[src/design/olpe_pkg.sv]
// Shared types and constants of the ordered list position engine.
// Depends on nothing; the interfaces, the sequencer and the top level refer to it by scoped names.
`default_nettype none

package olpe_pkg;

  localparam int CAPACITY  = 32;
  localparam int ADDR_W    = $clog2(CAPACITY);
  localparam int CNT_W     = $clog2(CAPACITY + 1);
  localparam int WORD_W    = 32;
  localparam int CMD_W     = 3;
  localparam int POS_W     = 8;
  localparam int STATUS_W  = 3;
  localparam int FIELD6_W  = 6;
  localparam int POS_CMP_W = ((POS_W > CNT_W) ? POS_W : CNT_W) + 1;

  typedef enum logic [CMD_W-1:0] {
    CMD_INS_FRONT = 3'd0,
    CMD_INS_BACK  = 3'd1,
    CMD_INS_AT    = 3'd2,
    CMD_DEL_FRONT = 3'd3,
    CMD_DEL_BACK  = 3'd4,
    CMD_DEL_AT    = 3'd5,
    CMD_SEARCH    = 3'd6,
    CMD_COUNT     = 3'd7
  } cmd_t;

  typedef enum logic [STATUS_W-1:0] {
    ST_OK       = 3'd0,
    ST_BADPOS   = 3'd1,
    ST_EMPTY    = 3'd2,
    ST_FULL     = 3'd3,
    ST_NOTFOUND = 3'd4
  } status_t;

  typedef enum logic [2:0] {
    S_IDLE,
    S_SHIFT_UP,
    S_INS_WR,
    S_SHIFT_DOWN,
    S_SCAN,
    S_DONE
  } state_t;

  // What a newly accepted request turns into.
  typedef enum logic [2:0] {
    ACT_RESULT,
    ACT_APPEND,
    ACT_SHIFT_UP,
    ACT_TRIM,
    ACT_SHIFT_DOWN,
    ACT_SCAN
  } action_t;

  typedef struct packed {
    logic [STATUS_W-1:0] status;
    logic [FIELD6_W-1:0] found_position;
    logic [FIELD6_W-1:0] entry_count;
  } result_t;

  // Fits a count-wide value into a 6-bit result field.
  function automatic logic [FIELD6_W-1:0] fit6(input logic [CNT_W-1:0] v);
    logic [FIELD6_W-1:0] r;
    r = '0;
    for (int i = 0; i < FIELD6_W; i++) begin
      if (i < CNT_W) begin
        r[i] = v[i];
      end
    end
    return r;
  endfunction

endpackage

`default_nettype wire

[src/design/olpe_if.sv]
// Valid/ready channel interfaces for requests and results of the list engine.
// Depends on olpe_pkg for the field widths.
`default_nettype none

interface olpe_cmd_if;
  logic                        valid;
  logic                        ready;
  logic [olpe_pkg::CMD_W-1:0]  cmd;
  logic [olpe_pkg::POS_W-1:0]  position;
  logic [olpe_pkg::WORD_W-1:0] item_value;

  modport source (output valid, output cmd, output position, output item_value,
                  input ready);
  modport sink   (input valid, input cmd, input position, input item_value,
                  output ready);
endinterface

interface olpe_rsp_if;
  logic                          valid;
  logic                          ready;
  logic [olpe_pkg::STATUS_W-1:0] status;
  logic [olpe_pkg::FIELD6_W-1:0] found_position;
  logic [olpe_pkg::FIELD6_W-1:0] entry_count;

  modport source (output valid, output status, output found_position,
                  output entry_count, input ready);
  modport sink   (input valid, input status, input found_position,
                  input entry_count, output ready);
endinterface

`default_nettype wire

[src/design/olpe_ram.sv]
// Simple dual-port RAM, one write and one read port, registered read data.
// Generic; no package dependency.
`default_nettype none

module olpe_ram #(
  parameter int DATA_W = 32,
  parameter int DEPTH  = 32,
  parameter int ADDR_W = $clog2(DEPTH)
) (
  input  wire logic              clk,
  input  wire logic              we,
  input  wire logic [ADDR_W-1:0] waddr,
  input  wire logic [DATA_W-1:0] wdata,
  input  wire logic [ADDR_W-1:0] raddr,
  output logic      [DATA_W-1:0] rdata
);

  logic [DATA_W-1:0] mem [DEPTH];

  always_ff @(posedge clk) begin
    if (we) begin
      mem[waddr] <= wdata;
    end
  end

  always_ff @(posedge clk) begin
    rdata <= mem[raddr];
  end

endmodule

`default_nettype wire

[src/design/olpe_ctrl.sv]
// Sequencer of the list engine: decodes a request, then writes or trims the entry
// RAM directly or walks it to shift or scan it. Depends on olpe_pkg and olpe_if.
`default_nettype none

module olpe_ctrl (
  input  wire logic                        clk,
  input  wire logic                        rst,
  olpe_cmd_if.sink                         cmd_ch,
  output logic                             mem_we,
  output logic [olpe_pkg::ADDR_W-1:0]      mem_waddr,
  output logic [olpe_pkg::WORD_W-1:0]      mem_wdata,
  output logic [olpe_pkg::ADDR_W-1:0]      mem_raddr,
  input  wire logic [olpe_pkg::WORD_W-1:0] mem_rdata,
  output logic                             res_valid,
  output olpe_pkg::result_t                res,
  input  wire logic                        res_taken
);

  localparam int AW = olpe_pkg::ADDR_W;
  localparam int CW = olpe_pkg::CNT_W;
  localparam int PW = olpe_pkg::POS_CMP_W;

  olpe_pkg::state_t state, state_next;

  logic [CW-1:0]                     len, len_next;
  logic [AW-1:0]                     ptr, ptr_next;
  logic [AW-1:0]                     slot;
  logic [olpe_pkg::WORD_W-1:0]       word;
  logic [olpe_pkg::STATUS_W-1:0]     res_status, res_status_next;
  logic [olpe_pkg::FIELD6_W-1:0]     res_found, res_found_next;

  logic                              accept;
  logic                              full, empty;
  logic [PW-1:0]                     pos_ext, len_ext;
  logic [AW-1:0]                     len_a, len_m1, pos_m1;
  olpe_pkg::action_t                 act;
  olpe_pkg::status_t                 dec_status;
  logic [AW-1:0]                     dec_slot;
  logic [CW-1:0]                     found_cnt;

  assign accept  = cmd_ch.valid && cmd_ch.ready;
  assign full    = (len == CW'(olpe_pkg::CAPACITY));
  assign empty   = (len == '0);
  assign pos_ext = PW'(cmd_ch.position);
  assign len_ext = PW'(len);
  assign len_a   = len[AW-1:0];
  assign len_m1  = len_a - AW'(1);
  assign pos_m1  = AW'(pos_ext - PW'(1));
  assign found_cnt = CW'(ptr) + CW'(1);

  // Decode of the request waiting at the input.
  always_comb begin
    act        = olpe_pkg::ACT_RESULT;
    dec_status = olpe_pkg::ST_OK;
    dec_slot   = '0;
    unique case (olpe_pkg::cmd_t'(cmd_ch.cmd)) inside
      olpe_pkg::CMD_INS_FRONT, olpe_pkg::CMD_INS_BACK, olpe_pkg::CMD_INS_AT: begin
        if (olpe_pkg::cmd_t'(cmd_ch.cmd) == olpe_pkg::CMD_INS_FRONT) begin
          dec_slot = '0;
        end else if (olpe_pkg::cmd_t'(cmd_ch.cmd) == olpe_pkg::CMD_INS_BACK) begin
          dec_slot = len_a;
        end else begin
          dec_slot = pos_m1;
        end
        if (olpe_pkg::cmd_t'(cmd_ch.cmd) == olpe_pkg::CMD_INS_AT &&
            (pos_ext == '0 || pos_ext > len_ext + PW'(1))) begin
          dec_status = olpe_pkg::ST_BADPOS;
        end else if (full) begin
          dec_status = olpe_pkg::ST_FULL;
        end else if (dec_slot == len_a) begin
          act = olpe_pkg::ACT_APPEND;
        end else begin
          act = olpe_pkg::ACT_SHIFT_UP;
        end
      end
      olpe_pkg::CMD_DEL_FRONT, olpe_pkg::CMD_DEL_BACK, olpe_pkg::CMD_DEL_AT: begin
        if (olpe_pkg::cmd_t'(cmd_ch.cmd) == olpe_pkg::CMD_DEL_FRONT) begin
          dec_slot = '0;
        end else if (olpe_pkg::cmd_t'(cmd_ch.cmd) == olpe_pkg::CMD_DEL_BACK) begin
          dec_slot = len_m1;
        end else begin
          dec_slot = pos_m1;
        end
        if (empty) begin
          dec_status = olpe_pkg::ST_EMPTY;
        end else if (olpe_pkg::cmd_t'(cmd_ch.cmd) == olpe_pkg::CMD_DEL_AT &&
                     (pos_ext == '0 || pos_ext > len_ext)) begin
          dec_status = olpe_pkg::ST_BADPOS;
        end else if (dec_slot == len_m1) begin
          act = olpe_pkg::ACT_TRIM;
        end else begin
          act = olpe_pkg::ACT_SHIFT_DOWN;
        end
      end
      olpe_pkg::CMD_SEARCH: begin
        if (empty) begin
          dec_status = olpe_pkg::ST_EMPTY;
        end else begin
          act = olpe_pkg::ACT_SCAN;
        end
      end
      default: begin
        act = olpe_pkg::ACT_RESULT;
      end
    endcase
  end

  // Next state.
  always_comb begin
    state_next = state;
    unique case (state)
      olpe_pkg::S_IDLE: begin
        if (accept) begin
          unique case (act)
            olpe_pkg::ACT_SHIFT_UP:   state_next = olpe_pkg::S_SHIFT_UP;
            olpe_pkg::ACT_SHIFT_DOWN: state_next = olpe_pkg::S_SHIFT_DOWN;
            olpe_pkg::ACT_SCAN:       state_next = olpe_pkg::S_SCAN;
            default:                  state_next = olpe_pkg::S_DONE;
          endcase
        end
      end
      olpe_pkg::S_SHIFT_UP: begin
        if (ptr == slot) begin
          state_next = olpe_pkg::S_INS_WR;
        end
      end
      olpe_pkg::S_INS_WR: begin
        state_next = olpe_pkg::S_DONE;
      end
      olpe_pkg::S_SHIFT_DOWN: begin
        if (ptr == len_m1) begin
          state_next = olpe_pkg::S_DONE;
        end
      end
      olpe_pkg::S_SCAN: begin
        if (mem_rdata == word || ptr == len_m1) begin
          state_next = olpe_pkg::S_DONE;
        end
      end
      olpe_pkg::S_DONE: begin
        if (res_taken) begin
          state_next = olpe_pkg::S_IDLE;
        end
      end
      default: state_next = olpe_pkg::S_IDLE;
    endcase
  end

  // Memory accesses and register updates. A read issued at ptr returns next
  // cycle, when a shift writes the word one slot up or down or a scan compares it.
  always_comb begin
    mem_we          = 1'b0;
    mem_waddr       = ptr;
    mem_wdata       = mem_rdata;
    mem_raddr       = ptr;
    ptr_next        = ptr;
    len_next        = len;
    res_status_next = res_status;
    res_found_next  = res_found;
    unique case (state)
      olpe_pkg::S_IDLE: begin
        if (accept) begin
          res_status_next = dec_status;
          res_found_next  = '0;
          unique case (act)
            olpe_pkg::ACT_APPEND: begin
              mem_we    = 1'b1;
              mem_waddr = dec_slot;
              mem_wdata = cmd_ch.item_value;
              len_next  = len + CW'(1);
            end
            olpe_pkg::ACT_SHIFT_UP: begin
              mem_raddr = len_m1;
              ptr_next  = len_m1;
            end
            olpe_pkg::ACT_TRIM: begin
              len_next = len - CW'(1);
            end
            olpe_pkg::ACT_SHIFT_DOWN: begin
              mem_raddr = dec_slot + AW'(1);
              ptr_next  = dec_slot + AW'(1);
            end
            olpe_pkg::ACT_SCAN: begin
              mem_raddr = '0;
              ptr_next  = '0;
            end
            default: begin
              len_next = len;
            end
          endcase
        end
      end
      olpe_pkg::S_SHIFT_UP: begin
        mem_we    = 1'b1;
        mem_waddr = ptr + AW'(1);
        if (ptr != slot) begin
          mem_raddr = ptr - AW'(1);
          ptr_next  = ptr - AW'(1);
        end
      end
      olpe_pkg::S_INS_WR: begin
        mem_we    = 1'b1;
        mem_waddr = slot;
        mem_wdata = word;
        len_next  = len + CW'(1);
      end
      olpe_pkg::S_SHIFT_DOWN: begin
        mem_we    = 1'b1;
        mem_waddr = ptr - AW'(1);
        if (ptr == len_m1) begin
          len_next = len - CW'(1);
        end else begin
          mem_raddr = ptr + AW'(1);
          ptr_next  = ptr + AW'(1);
        end
      end
      olpe_pkg::S_SCAN: begin
        if (mem_rdata == word) begin
          res_status_next = olpe_pkg::ST_OK;
          res_found_next  = olpe_pkg::fit6(found_cnt);
        end else if (ptr == len_m1) begin
          res_status_next = olpe_pkg::ST_NOTFOUND;
        end else begin
          mem_raddr = ptr + AW'(1);
          ptr_next  = ptr + AW'(1);
        end
      end
      olpe_pkg::S_DONE: begin
        mem_we = 1'b0;
      end
      default: begin
        mem_we = 1'b0;
      end
    endcase
  end

  always_ff @(posedge clk) begin
    if (rst) begin
      state <= olpe_pkg::S_IDLE;
      len   <= '0;
    end else begin
      state <= state_next;
      len   <= len_next;
    end
  end

  always_ff @(posedge clk) begin
    ptr        <= ptr_next;
    res_status <= res_status_next;
    res_found  <= res_found_next;
    if (accept) begin
      slot <= dec_slot;
      word <= cmd_ch.item_value;
    end
  end

  assign cmd_ch.ready       = (state == olpe_pkg::S_IDLE) && !rst;
  assign res_valid          = (state == olpe_pkg::S_DONE);
  assign res.status         = res_status;
  assign res.found_position = res_found;
  assign res.entry_count    = olpe_pkg::fit6(len);

endmodule

`default_nettype wire

[src/design/ordered_list_position_engine.sv]
// Ordered list engine: count, errors, append and delete of the last entry need
// no walk of the entry RAM; insert and delete at a slot shift the tail of the list
// up or down, and a search scans from the front to a hit or the last entry, with
// at most one RAM read and one write per cycle. The result sits in an output register.
// Reset clears the entry count and handshake state; the entry RAM is not cleared.
`default_nettype none

module ordered_list_position_engine (
  input  wire logic  clk,
  input  wire logic  rst,
  olpe_cmd_if.sink   cmd_ch,
  olpe_rsp_if.source rsp_ch
);

  logic                          mem_we;
  logic [olpe_pkg::ADDR_W-1:0]   mem_waddr;
  logic [olpe_pkg::WORD_W-1:0]   mem_wdata;
  logic [olpe_pkg::ADDR_W-1:0]   mem_raddr;
  logic [olpe_pkg::WORD_W-1:0]   mem_rdata;
  logic                          res_valid;
  olpe_pkg::result_t             res;
  logic                          res_taken;
  logic                          out_valid;
  olpe_pkg::result_t             out_data;

  olpe_ram #(
    .DATA_W (olpe_pkg::WORD_W),
    .DEPTH  (olpe_pkg::CAPACITY)
  ) u_ram (
    .clk   (clk),
    .we    (mem_we),
    .waddr (mem_waddr),
    .wdata (mem_wdata),
    .raddr (mem_raddr),
    .rdata (mem_rdata)
  );

  olpe_ctrl u_ctrl (
    .clk       (clk),
    .rst       (rst),
    .cmd_ch    (cmd_ch),
    .mem_we    (mem_we),
    .mem_waddr (mem_waddr),
    .mem_wdata (mem_wdata),
    .mem_raddr (mem_raddr),
    .mem_rdata (mem_rdata),
    .res_valid (res_valid),
    .res       (res),
    .res_taken (res_taken)
  );

  // The output register frees the sequencer as soon as a result is parked.
  assign res_taken = res_valid && (!out_valid || rsp_ch.ready);

  always_ff @(posedge clk) begin
    if (rst) begin
      out_valid <= 1'b0;
    end else if (res_taken) begin
      out_valid <= 1'b1;
    end else if (rsp_ch.ready) begin
      out_valid <= 1'b0;
    end
  end

  always_ff @(posedge clk) begin
    if (res_taken) begin
      out_data <= res;
    end
  end

  assign rsp_ch.valid          = out_valid;
  assign rsp_ch.status         = out_data.status;
  assign rsp_ch.found_position = out_data.found_position;
  assign rsp_ch.entry_count    = out_data.entry_count;

endmodule

`default_nettype wire
[src/flat_wrapper.sv]
// flat-port wrapper written by rule: the top's interface ports become plain ports
module ordered_list_position_engine_flat 
  (clk, rst, cmd_ch_valid, cmd_ch_cmd, cmd_ch_position, cmd_ch_item_value, cmd_ch_ready, rsp_ch_valid, rsp_ch_status, rsp_ch_found_position, rsp_ch_entry_count, rsp_ch_ready);
  olpe_cmd_if cmd_ch_i ();
  olpe_rsp_if rsp_ch_i ();
  input  wire logic clk;
  input  wire logic rst;
  input wire logic [$bits(cmd_ch_i.valid)-1:0] cmd_ch_valid;
  input wire logic [$bits(cmd_ch_i.cmd)-1:0] cmd_ch_cmd;
  input wire logic [$bits(cmd_ch_i.position)-1:0] cmd_ch_position;
  input wire logic [$bits(cmd_ch_i.item_value)-1:0] cmd_ch_item_value;
  output wire logic [$bits(cmd_ch_i.ready)-1:0] cmd_ch_ready;
  output wire logic [$bits(rsp_ch_i.valid)-1:0] rsp_ch_valid;
  output wire logic [$bits(rsp_ch_i.status)-1:0] rsp_ch_status;
  output wire logic [$bits(rsp_ch_i.found_position)-1:0] rsp_ch_found_position;
  output wire logic [$bits(rsp_ch_i.entry_count)-1:0] rsp_ch_entry_count;
  input wire logic [$bits(rsp_ch_i.ready)-1:0] rsp_ch_ready;
  assign cmd_ch_i.valid = cmd_ch_valid;
  assign cmd_ch_i.cmd = cmd_ch_cmd;
  assign cmd_ch_i.position = cmd_ch_position;
  assign cmd_ch_i.item_value = cmd_ch_item_value;
  assign cmd_ch_ready = cmd_ch_i.ready;
  assign rsp_ch_valid = rsp_ch_i.valid;
  assign rsp_ch_status = rsp_ch_i.status;
  assign rsp_ch_found_position = rsp_ch_i.found_position;
  assign rsp_ch_entry_count = rsp_ch_i.entry_count;
  assign rsp_ch_i.ready = rsp_ch_ready;
  ordered_list_position_engine u_core (.clk(clk), .rst(rst), .cmd_ch(cmd_ch_i), .rsp_ch(rsp_ch_i));
endmodule
[config.mk]
export PLATFORM = sky130hd
export DESIGN_NAME = ordered_list_position_engine_flat
export DESIGN_NICKNAME = d
export VERILOG_FILES = /design/src/design/olpe_pkg.sv /design/src/design/olpe_if.sv /design/src/design/olpe_ram.sv /design/src/design/olpe_ctrl.sv /design/src/design/ordered_list_position_engine.sv /design/src/flat_wrapper.sv
export SDC_FILE = /design/constraint.sdc
export NUM_CORES = 2
export LEC_CHECK = 0
export BUFFER_PORTS_ARGS = -buffer_cell sky130_fd_sc_hd__buf_4
export CAP_MARGIN = 10
export CORE_UTILIZATION = 45
export CTS_BUF_LIST = sky130_fd_sc_hd__clkbuf_4 sky130_fd_sc_hd__clkbuf_8
export CTS_CLUSTER_DIAMETER = 60
export DETAILED_ROUTE_END_ITERATION = 6
export GPL_ROUTABILITY_DRIVEN = 0
export PLACE_DENSITY = 0.62
export SLEW_MARGIN = 20
export SYNTH_ARGS = -nofsm -noshare
export SYNTH_HDL_FRONTEND = slang
export SYNTH_SLANG_ARGS = --single-unit
[constraint.sdc]
create_clock -name clk -period 7.6 [get_ports clk]
set_clock_uncertainty 0.2 [all_clocks]
set_input_delay 0.76 -clock clk [delete_from_list [all_inputs] [get_ports clk]]
set_output_delay 0.76 -clock clk [all_outputs]
set_load 0.05 [all_outputs]
# Word level (Yosys, flattened, before mapping)
# Memories as Yosys holds them, arrays and structs flattened. A register that Yosys moved wholly into a read port is not among the register bits.
# Index checks and enable logic that the tools add are counted.
word_totals:
  regBits: 76
  latchBits: 0
  ram_bits: 1024
  romBits: 0
  in_bits: 47
  output_inout_bits: 17
  elab_cells: 137
  memories: 1
op_classes:
  n_addsub: 9
  mul: 0
  div: 0
  order_cmp: 2
  n_eq_ne: 31
  shift: 0
  mux: 58
  bitwise: 0
  reduce_logical: 25
mem_list:
  columns: ["memory", "words", "width", "read_ports", "rd_ports_with_merged_regs", "wr", "line_no", "source"]
  rows:
  - ["u_core.u_ram.mem", 32, 32, 1, 1, 1, "olpe_ram.sv:18", "logic [DATA_W-1:0] mem [DEPTH];"]
op_table:
  columns: ["operator", "n"]
  rows:
  - ["32-bit 2-to-1 mux", 2]
  - ["32-bit one-hot mux with 2 select lines", 1]
  - ["5-bit 2-to-1 mux", 12]
  - ["3-bit 2-to-1 mux", 14]
  - ["5-bit one-hot mux with 4 select lines", 2]
  - ["32-bit equality test", 1]
  - ["3-bit one-hot mux with 3 select lines", 3]
  - ["6-bit 2-to-1 mux", 4]
  - ["6-bit one-hot mux with 2 select lines", 2]
  - ["3-bit equality test (second input constant)", 7]
  - ["5-bit equality test", 4]
  - ["3-bit by 2-bit equality test with 1-bit output (second input constant)", 6]
  - ["3-bit one-hot mux with 6 select lines", 1]
  - ["6-bit one-hot mux with 3 select lines", 1]
  - ["5-bit one-hot mux with 3 select lines", 1]
  - ["5-bit by 1-bit subtractor with 5-bit output (second input constant)", 3]
  - ["2-bit != test (second input constant)", 6]
  - ["5-bit by 1-bit adder with 5-bit output (second input constant)", 2]
  - ["2-bit 2-to-1 mux", 5]
  - ["5-bit one-hot mux with 2 select lines", 1]
  - ["3-bit by 1-bit equality test with 1-bit output (second input constant)", 3]
  - ["9-bit logical NOT", 1]
  - ["3-bit OR reduction", 3]
  - ["8-bit by 6-bit > comparator with 1-bit output", 1]
  - ["22 further kinds", 39]

# Logic depth before layout (Yosys ltp)
depth:
  word_depth: 15
  mapped_depth: 22
  ltp_nobuf: 17

# Cells and area by module
# A second synthesis with hierarchy kept.
unflattened:
  cells_unflattened: 2895
  hier_area_um2: 46397.0
modules_own_cells:
  columns: ["mod", "n_inst", "cells_per_inst", "area_each_um2"]
  rows:
  - ["olpe_ram", 1, 2260, 40492.6]
  - ["olpe_ctrl", 1, 615, 5398.9]
  - ["ordered_list_position_engine", 1, 20, 505.5]

# Least setup slack after synthesis
# OpenSTA, ideal clock, no wires.
synth_path:
  kind: "register to register"
  start: "register u_core.u_ctrl.len[0]"
  end: "memory u_core.u_ram.mem[15][0], enable pin"
  setup_ps: 425
  t_arrival_ps: 5324
  required_ps: 6975
  setup_slack_ps: 1651
  stages_incl_launch_ff: 20
  n_path_buf: 3
  path_cell_list: "dfxtp_1 > buf_2 > inv_1 > nor3_1 > nand3_1 > xnor2_1 > ha_1 > and4b_1 > a221oi_1 > a21boi_0 > a21oi_1 > nand3_1 > nor2_1 > buf_2 > mux2i_1 > o21ai_0 > o21ai_0 > or3_1 > clkbuf_1 > nor2b_1"
synth_between:
  elab_chain_len: 15
  elab_cells_between_ends: 36
synth_lines:
  columns: ["element", "line_no", "source"]
  rows:
  - ["start, declared", "olpe_ctrl.sv:25", "logic [CW-1:0] len, len_next;"]
  - ["start signal, assigned", "olpe_ctrl.sv:243", "len <= len_next;"]
  - ["5-bit by 1-bit subtractor with 5-bit output", "olpe_ctrl.sv:47", "assign len_m1 = len_a - AW'(1);"]
  - ["5-bit 2-to-1 mux", "olpe_ctrl.sv:79", "end else if (olpe_pkg::cmd_t'(cmd_ch.cmd) == olpe_pkg::CMD_DEL_BACK) begin"]
  - ["5-bit 2-to-1 mux", "olpe_ctrl.sv:77", "if (olpe_pkg::cmd_t'(cmd_ch.cmd) == olpe_pkg::CMD_DEL_FRONT) begin"]
  - ["5-bit 2-to-1 mux", "olpe_ctrl.sv:56", "unique case (olpe_pkg::cmd_t'(cmd_ch.cmd)) inside"]
  - ["5-bit equality test", "olpe_ctrl.sv:89", "end else if (dec_slot == len_m1) begin"]
  - ["3-bit 2-to-1 mux", "olpe_ctrl.sv:89", null]
  - ["3-bit 2-to-1 mux", "olpe_ctrl.sv:86", "end else if (olpe_pkg::cmd_t'(cmd_ch.cmd) == olpe_pkg::CMD_DEL_AT &&"]
  - ["3-bit 2-to-1 mux", "olpe_ctrl.sv:84", "if (empty) begin"]
  - ["3-bit one-hot mux with 3 select lines", "olpe_ctrl.sv:56", null]
  - ["3-bit by 1-bit equality test with 1-bit output", "olpe_ctrl.sv:165", "unique case (act)"]
  - ["1-bit 2-to-1 mux", "olpe_ctrl.sv:165", null]
  - ["1-bit 2-to-1 mux", "olpe_ctrl.sv:162", "if (accept) begin"]
  - ["1-bit one-hot mux with 2 select lines", "olpe_ctrl.sv:160", "unique case (state)"]
  - ["1-bit 2-to-1 mux", "olpe_ram.sv:21", "if (we) begin"]
  - ["1-bit 2-to-1 mux (not written as such)", "olpe_ram.sv:22", "mem[waddr] <= wdata;"]
  - ["end, declared", "olpe_ram.sv:18", null]
# Several ways; a longest one is shown, not always the timed one. The select of a mux whose other input is x is not followed.

# Worst setup path after layout
layout_path:
  start: "register u_core.u_ctrl.len[0]"
  end: "memory u_core.u_ram.mem[16][17], enable pin"
# Same word-level chain as after synthesis.

==> impl_table.tex <==
\begin{tabular}{lr}
\hline
Metric & Value \\
\hline
\multicolumn{2}{l}{\textbf{Synth}} \\
\quad Cell count after synthesis & 4447 \\
\quad Compound-gate portion of the synthesized area & 18.6\% \\
\quad Synth Area in Adders & 0.453\% \\
\quad Leading post-synthesis cells by instance count & sky130\_fd\_sc\_hd\_\_edfxtp\_1 (1085), sky130\_fd\_sc\_hd\_\_and3\_1 (527), sky130\_fd\_sc\_hd\_\_o211ai\_1 (520) \\
\quad Portion of synthesized cell area occupied by the leading cell type & 58.9\% \\
\quad Most area-hungry cell type in the Yosys netlist & sky130\_fd\_sc\_hd\_\_edfxtp\_1 \\
\quad Distinct cell type count after synthesis & 85 \\
\quad Synthesized flop and latch total & 1132 \\
\quad Top FF cell, synth & sky130\_fd\_sc\_hd\_\_edfxtp\_1 \\
\quad Post-synthesis average cell area & 12.4 µm² \\
\quad Part of the Yosys area used for sequential elements & 60.6\% \\
\quad Xor/xnor share of the synthesized area & 1.15\% \\
\quad Count of warnings emitted by yosys & 0 \\
\quad Most area-consuming cells after synthesis & sky130\_fd\_sc\_hd\_\_edfxtp\_1 (59\%), sky130\_fd\_sc\_hd\_\_o211ai\_1 (7.1\%), sky130\_fd\_sc\_hd\_\_and3\_1 (6.0\%), sky130\_fd\_sc\_hd\_\_nand4b\_1 (4.1\%), sky130\_fd\_sc\_hd\_\_o32ai\_1 (4.1\%) \\
\quad Cell area after synthesis & 0.0553 mm² \\
\quad Simple-gate share of the synthesized area & 14.4\% \\
\quad Net Count, Synth & 4514 \\
\quad Main combinational cell family by area after synthesis & compound AO/OA/AOI/OAI gates \\
\quad Cell with the most instances after synthesis & sky130\_fd\_sc\_hd\_\_edfxtp\_1 \\
\quad Synth async-reset ratio & 0\% \\
\quad Number of flops mapped to enable cells by yosys & 1085 \\
\quad Multiplexer share of the synthesized area & 0.786\% \\
\multicolumn{2}{l}{\textbf{STA}} \\
\quad F\_max & 148 MHz \\
\quad Final setup viols & 0 \\
\quad Post-route minimum period & 6.74 ns \\
\quad Final slew viol count & 0 \\
\quad Slew at the pin closest to its max-slew limit & 1.06 ns \\
\quad Sum of negative setup slack & 0 ns \\
\quad Count of endpoints failing hold in the final timing report & 0 \\
\quad Worst hold slack & 0.219 ns \\
\quad Final worst path period share & 88.6\% \\
\quad Slew HR & 29.4\% \\
\quad Setup repair after global routing missed its margin & false \\
\multicolumn{2}{l}{\textbf{Worst setup path}} \\
\quad Launch point of the worst reg-to-reg path & u\_core.u\_ctrl.len[0] \\
\quad Critical-path top delay cell & sky130\_fd\_sc\_hd\_\_nor2\_4 \\
\quad End point of the critical path & u\_core.u\_ram.mem[16][17] \\
\quad Flop2flop setup slack & 0.86 ns \\
\quad Critical path startpoint & u\_core.u\_ctrl.len[0] \\
\quad Data required, critical path & 8.00 ns \\
\quad Category of cells accounting for the largest share of critical-path delay & simple AND/OR/NAND/NOR gates \\
\quad Critical Path Source Type & flop \\
\quad Data arrival time of the worst path & 7.13 ns \\
\quad R2R cell count & 17 \\
\quad Worst reg2reg endpoint & u\_core.u\_ram.mem[16][17] \\
\quad CP Buf/Inv Count & 3 \\
\quad Number of cells on the critical path & 17 \\
\quad Critical Path Sink Type & flop \\
\quad Peak fanout along the critical path & 20 \\
\quad Worst Path Class, Setup & reg2reg \\
\quad Longest individual stage delay on the worst path & 0.76 ns \\
\quad Critical-path cell list & inv\_1 -> nor3\_1 -> nand3\_1 -> xnor2\_1 -> ha\_1 -> and4b\_1 -> a221oi\_1 -> a21boi\_0 -> a21oi\_1 -> nand3\_1 -> nor2\_4 -> buf\_4 -> a222oi\_1 -> o22ai\_1 -> nand4b\_1 -> nor2\_4 -> buf\_12 \\
\multicolumn{2}{l}{\textbf{Die}} \\
\quad Horizontal extent of the die & 352 µm \\
\quad IO Pins & 64 \\
\quad Die Y-Extent & 352 µm \\
\quad Effective utilization at floorplan & 45.4\% \\
\quad Total number of placement rows & 128 \\
\quad Die Area & 0.124 mm² \\
\quad CORE AREA & 0.122 mm² \\
\multicolumn{2}{l}{\textbf{Pwr}} \\
\quad Maximum vdd drop & 0.741 mV \\
\quad Lkg Pwr & 0.0199 µW \\
\quad Pwr/cell area & 484 mW/mm² \\
\multicolumn{2}{l}{\textbf{GRT}} \\
\quad Maximum number of pins on one net before global-route repair & 185 \\
\quad Total overflow reported by the global router & 0 \\
\quad Initial antenna violation count & 9 \\
\quad Global-route wire length before repair & 264 mm \\
\quad Global-route usage over all layers & 28.1\% \\
\quad Vias in the first global route & 38800 \\
\multicolumn{2}{l}{\textbf{Place}} \\
\quad Post-DP HPWL & 94.1 mm \\
\quad Count of buffers from port buffering & 63 \\
\multicolumn{2}{l}{\textbf{Clocking}} \\
\quad Setup Buffers After CTS & 0 \\
\quad Latest clock arrival within the worst-skew pair & 0.90 ns \\
\quad Count of H-tree levels built during CTS & 4 \\
\quad Num CTS Buffers & 187 \\
\quad CTS max path bufs & 3 \\
\quad TritonCTS clock tree & yes \\
\quad Root cell of the clock tree & sky130\_fd\_sc\_hd\_\_clkbuf\_8 \\
\quad Clock slew at reported path FFs & 0.06 ns \\
\quad CTS sink count & 1132 \\
\multicolumn{2}{l}{\textbf{Status}} \\
\quad Violations in the final reports & DRC \\
\quad Result of the run & finished, violations left \\
\multicolumn{2}{l}{\textbf{Final layout}} \\
\quad Final net count & 4426 \\
\quad Multi-input gate area in the final layout & 0.0201 mm² \\
\quad Layout-stage area growth over the synthesis result & 12.5\% \\
\quad \# fillers & 10300 \\
\quad Register cell area after layout & 0.0335 mm² \\
\quad Fraction of final layout cells sized beyond drive strength 1 & 13.9\% \\
\multicolumn{2}{l}{\textbf{Flow run}} \\
\quad Max-capacitance violation count & 0 \\
\multicolumn{2}{l}{\textbf{Detailed routing}} \\
\quad DRC violation count after routing & 14 \\
\quad Iteration count of the initial detailed-routing pass & 7 \\
\quad DRT iter0 DRCs & 5263 \\
\quad Via count of the routed design & 41100 \\
\quad Antenna viol nets, final & 0 \\
\quad Aggregate routed wire length & 179 mm \\
\quad Average detailed-routed wire length per instance & 29.1 µm \\
\quad Vias/cell & 6.70 \\
\multicolumn{2}{l}{\textbf{Hold path}} \\
\quad Worst hold path cell count & 0 \\
\quad Min-Delay Path Class & reg2reg \\
\hline
\end{tabular}
[how the worst min path moves through the flow]
stage / start / end / slack [ns]
2_1_floorplan: u_core.u_ctrl.res_found[0] / u_core.rsp_ch.found_position[0] / 0.20
3_3_place_gp: u_core.u_ctrl.res_found[1] / u_core.rsp_ch.found_position[1] / 0.20
3_5_place_dp: u_core.u_ctrl.res_found[1] / u_core.rsp_ch.found_position[1] / 0.20
4_1_cts: u_core.u_ctrl.res_found[1] / u_core.rsp_ch.found_position[1] / 0.22
5_1_grt: u_core.u_ctrl.res_found[1] / u_core.rsp_ch.found_position[1] / 0.22
6_report: u_core.u_ctrl.res_found[1] / u_core.rsp_ch.found_position[1] / 0.22
[through the flow]
step	cell area [µm²]	total power (µW)	instances	setup WS, ns	utilization (%)
6_report	62200	30100	6137	0.864	51.0
5_1_grt	62200	31400	6136	0.463	51.0
4_1_cts	62200	29900	6135	0.953	51.0
3_5_place_dp	58000	24300	5761	0.988	47.6
3_3_place_gp	58000	24100	5761	1.09	47.6
2_1_floorplan	55300	18900	4447	1.65	-
[layer usage]
metal	part of all wire, %	GRT usage [%]	wire length (µm)	vias to the layer above
li1	-	-	-	17900
met1	41	39.1	73500	20700
met2	46	43.4	81800	2214
met3	10	6.48	18300	320
met4	2.8	9.40	5050	8
met5	0.035	0	63	-
[power by group]
group	leakage, µW	total (µW)	switching [µW]	internal [µW]
sequential	0.0101	8950	285	8670
clock	0.00203	5590	2510	3070
combinational	0.00768	15500	10600	4980
[kinds of logic after synthesis]
family,count (synthesis)
compound gates,1352
buf+inv,549
simple gates,1285
fa+ha+maj,20
mux,42
flops,1132
xor+xnor,67
[cells in the final DEF (no fill, tap or decap), types with 6 or more instances in the layout]
master / instances
sky130_fd_sc_hd__a21oi_1: 28
sky130_fd_sc_hd__nand4_1: 8
sky130_fd_sc_hd__nand3_1: 19
sky130_fd_sc_hd__xnor2_1: 20
sky130_fd_sc_hd__a21o_1: 7
sky130_fd_sc_hd__dlygate4sd3_1: 34
sky130_fd_sc_hd__bufinv_16: 10
sky130_fd_sc_hd__a211oi_1: 6
sky130_fd_sc_hd__dfxtp_1: 47
sky130_fd_sc_hd__clkbuf_4: 66
sky130_fd_sc_hd__nand3b_1: 6
sky130_fd_sc_hd__nor2_4: 26
sky130_fd_sc_hd__buf_12: 47
sky130_fd_sc_hd__nor4_1: 9
sky130_fd_sc_hd__a21oi_4: 10
sky130_fd_sc_hd__clkinv_2: 14
sky130_fd_sc_hd__a21boi_0: 258
sky130_fd_sc_hd__xor2_1: 43
sky130_fd_sc_hd__buf_4: 168
sky130_fd_sc_hd__mux2i_1: 40
sky130_fd_sc_hd__ha_1: 20
sky130_fd_sc_hd__a21oi_2: 23
sky130_fd_sc_hd__and4_1: 35
sky130_fd_sc_hd__clkbuf_8: 198
sky130_fd_sc_hd__a22oi_1: 132
sky130_fd_sc_hd__nor2b_4: 8
sky130_fd_sc_hd__o211ai_1: 520
sky130_fd_sc_hd__nand4b_1: 258
sky130_fd_sc_hd__nor3_1: 17
sky130_fd_sc_hd__o22ai_1: 36
sky130_fd_sc_hd__or3_1: 6
sky130_fd_sc_hd__clkinv_1: 41
sky130_fd_sc_hd__nor2_1: 35
sky130_fd_sc_hd__o32ai_1: 257
sky130_fd_sc_hd__nand2_1: 295
sky130_fd_sc_hd__and3_1: 523
sky130_fd_sc_hd__o21ai_0: 28
sky130_fd_sc_hd__inv_1: 17
sky130_fd_sc_hd__edfxtp_1: 1085
[timing repair]
item | CTS | global route
hold endpoints to repair | 42 | 0
hold buffers | 34 | 0
gates resized for setup | 0 | 0
[cell type report]
| cell class | count | share of cell area [%] |
|---|---|---|
| inverters | 23 | 0.155 |
| multi-input cells | 2766 | 32.4 |
| well taps | 1625 | 3.27 |
| clock inverters | 76 | 1.02 |
| repair buffers | 249 | 4.09 |
| clock buffers | 264 | 5.18 |
| flip-flops and latches | 1132 | 53.9 |
| diodes | 2 | 0.00805 |
[registers in the layout (all words and copies together) (netlist names), 6 cells and up]
name,flops
u_core.u_ctrl.word,32
u_core.rsp_ch.entry_count,6
u_core.u_ram.rdata,32
u_core.u_ctrl.len,6
u_core.rsp_ch.found_position,6
u_core.u_ctrl.res_found,6
u_core.u_ram.mem,1024
Note: power is estimated with default switching activity, not from simulation.
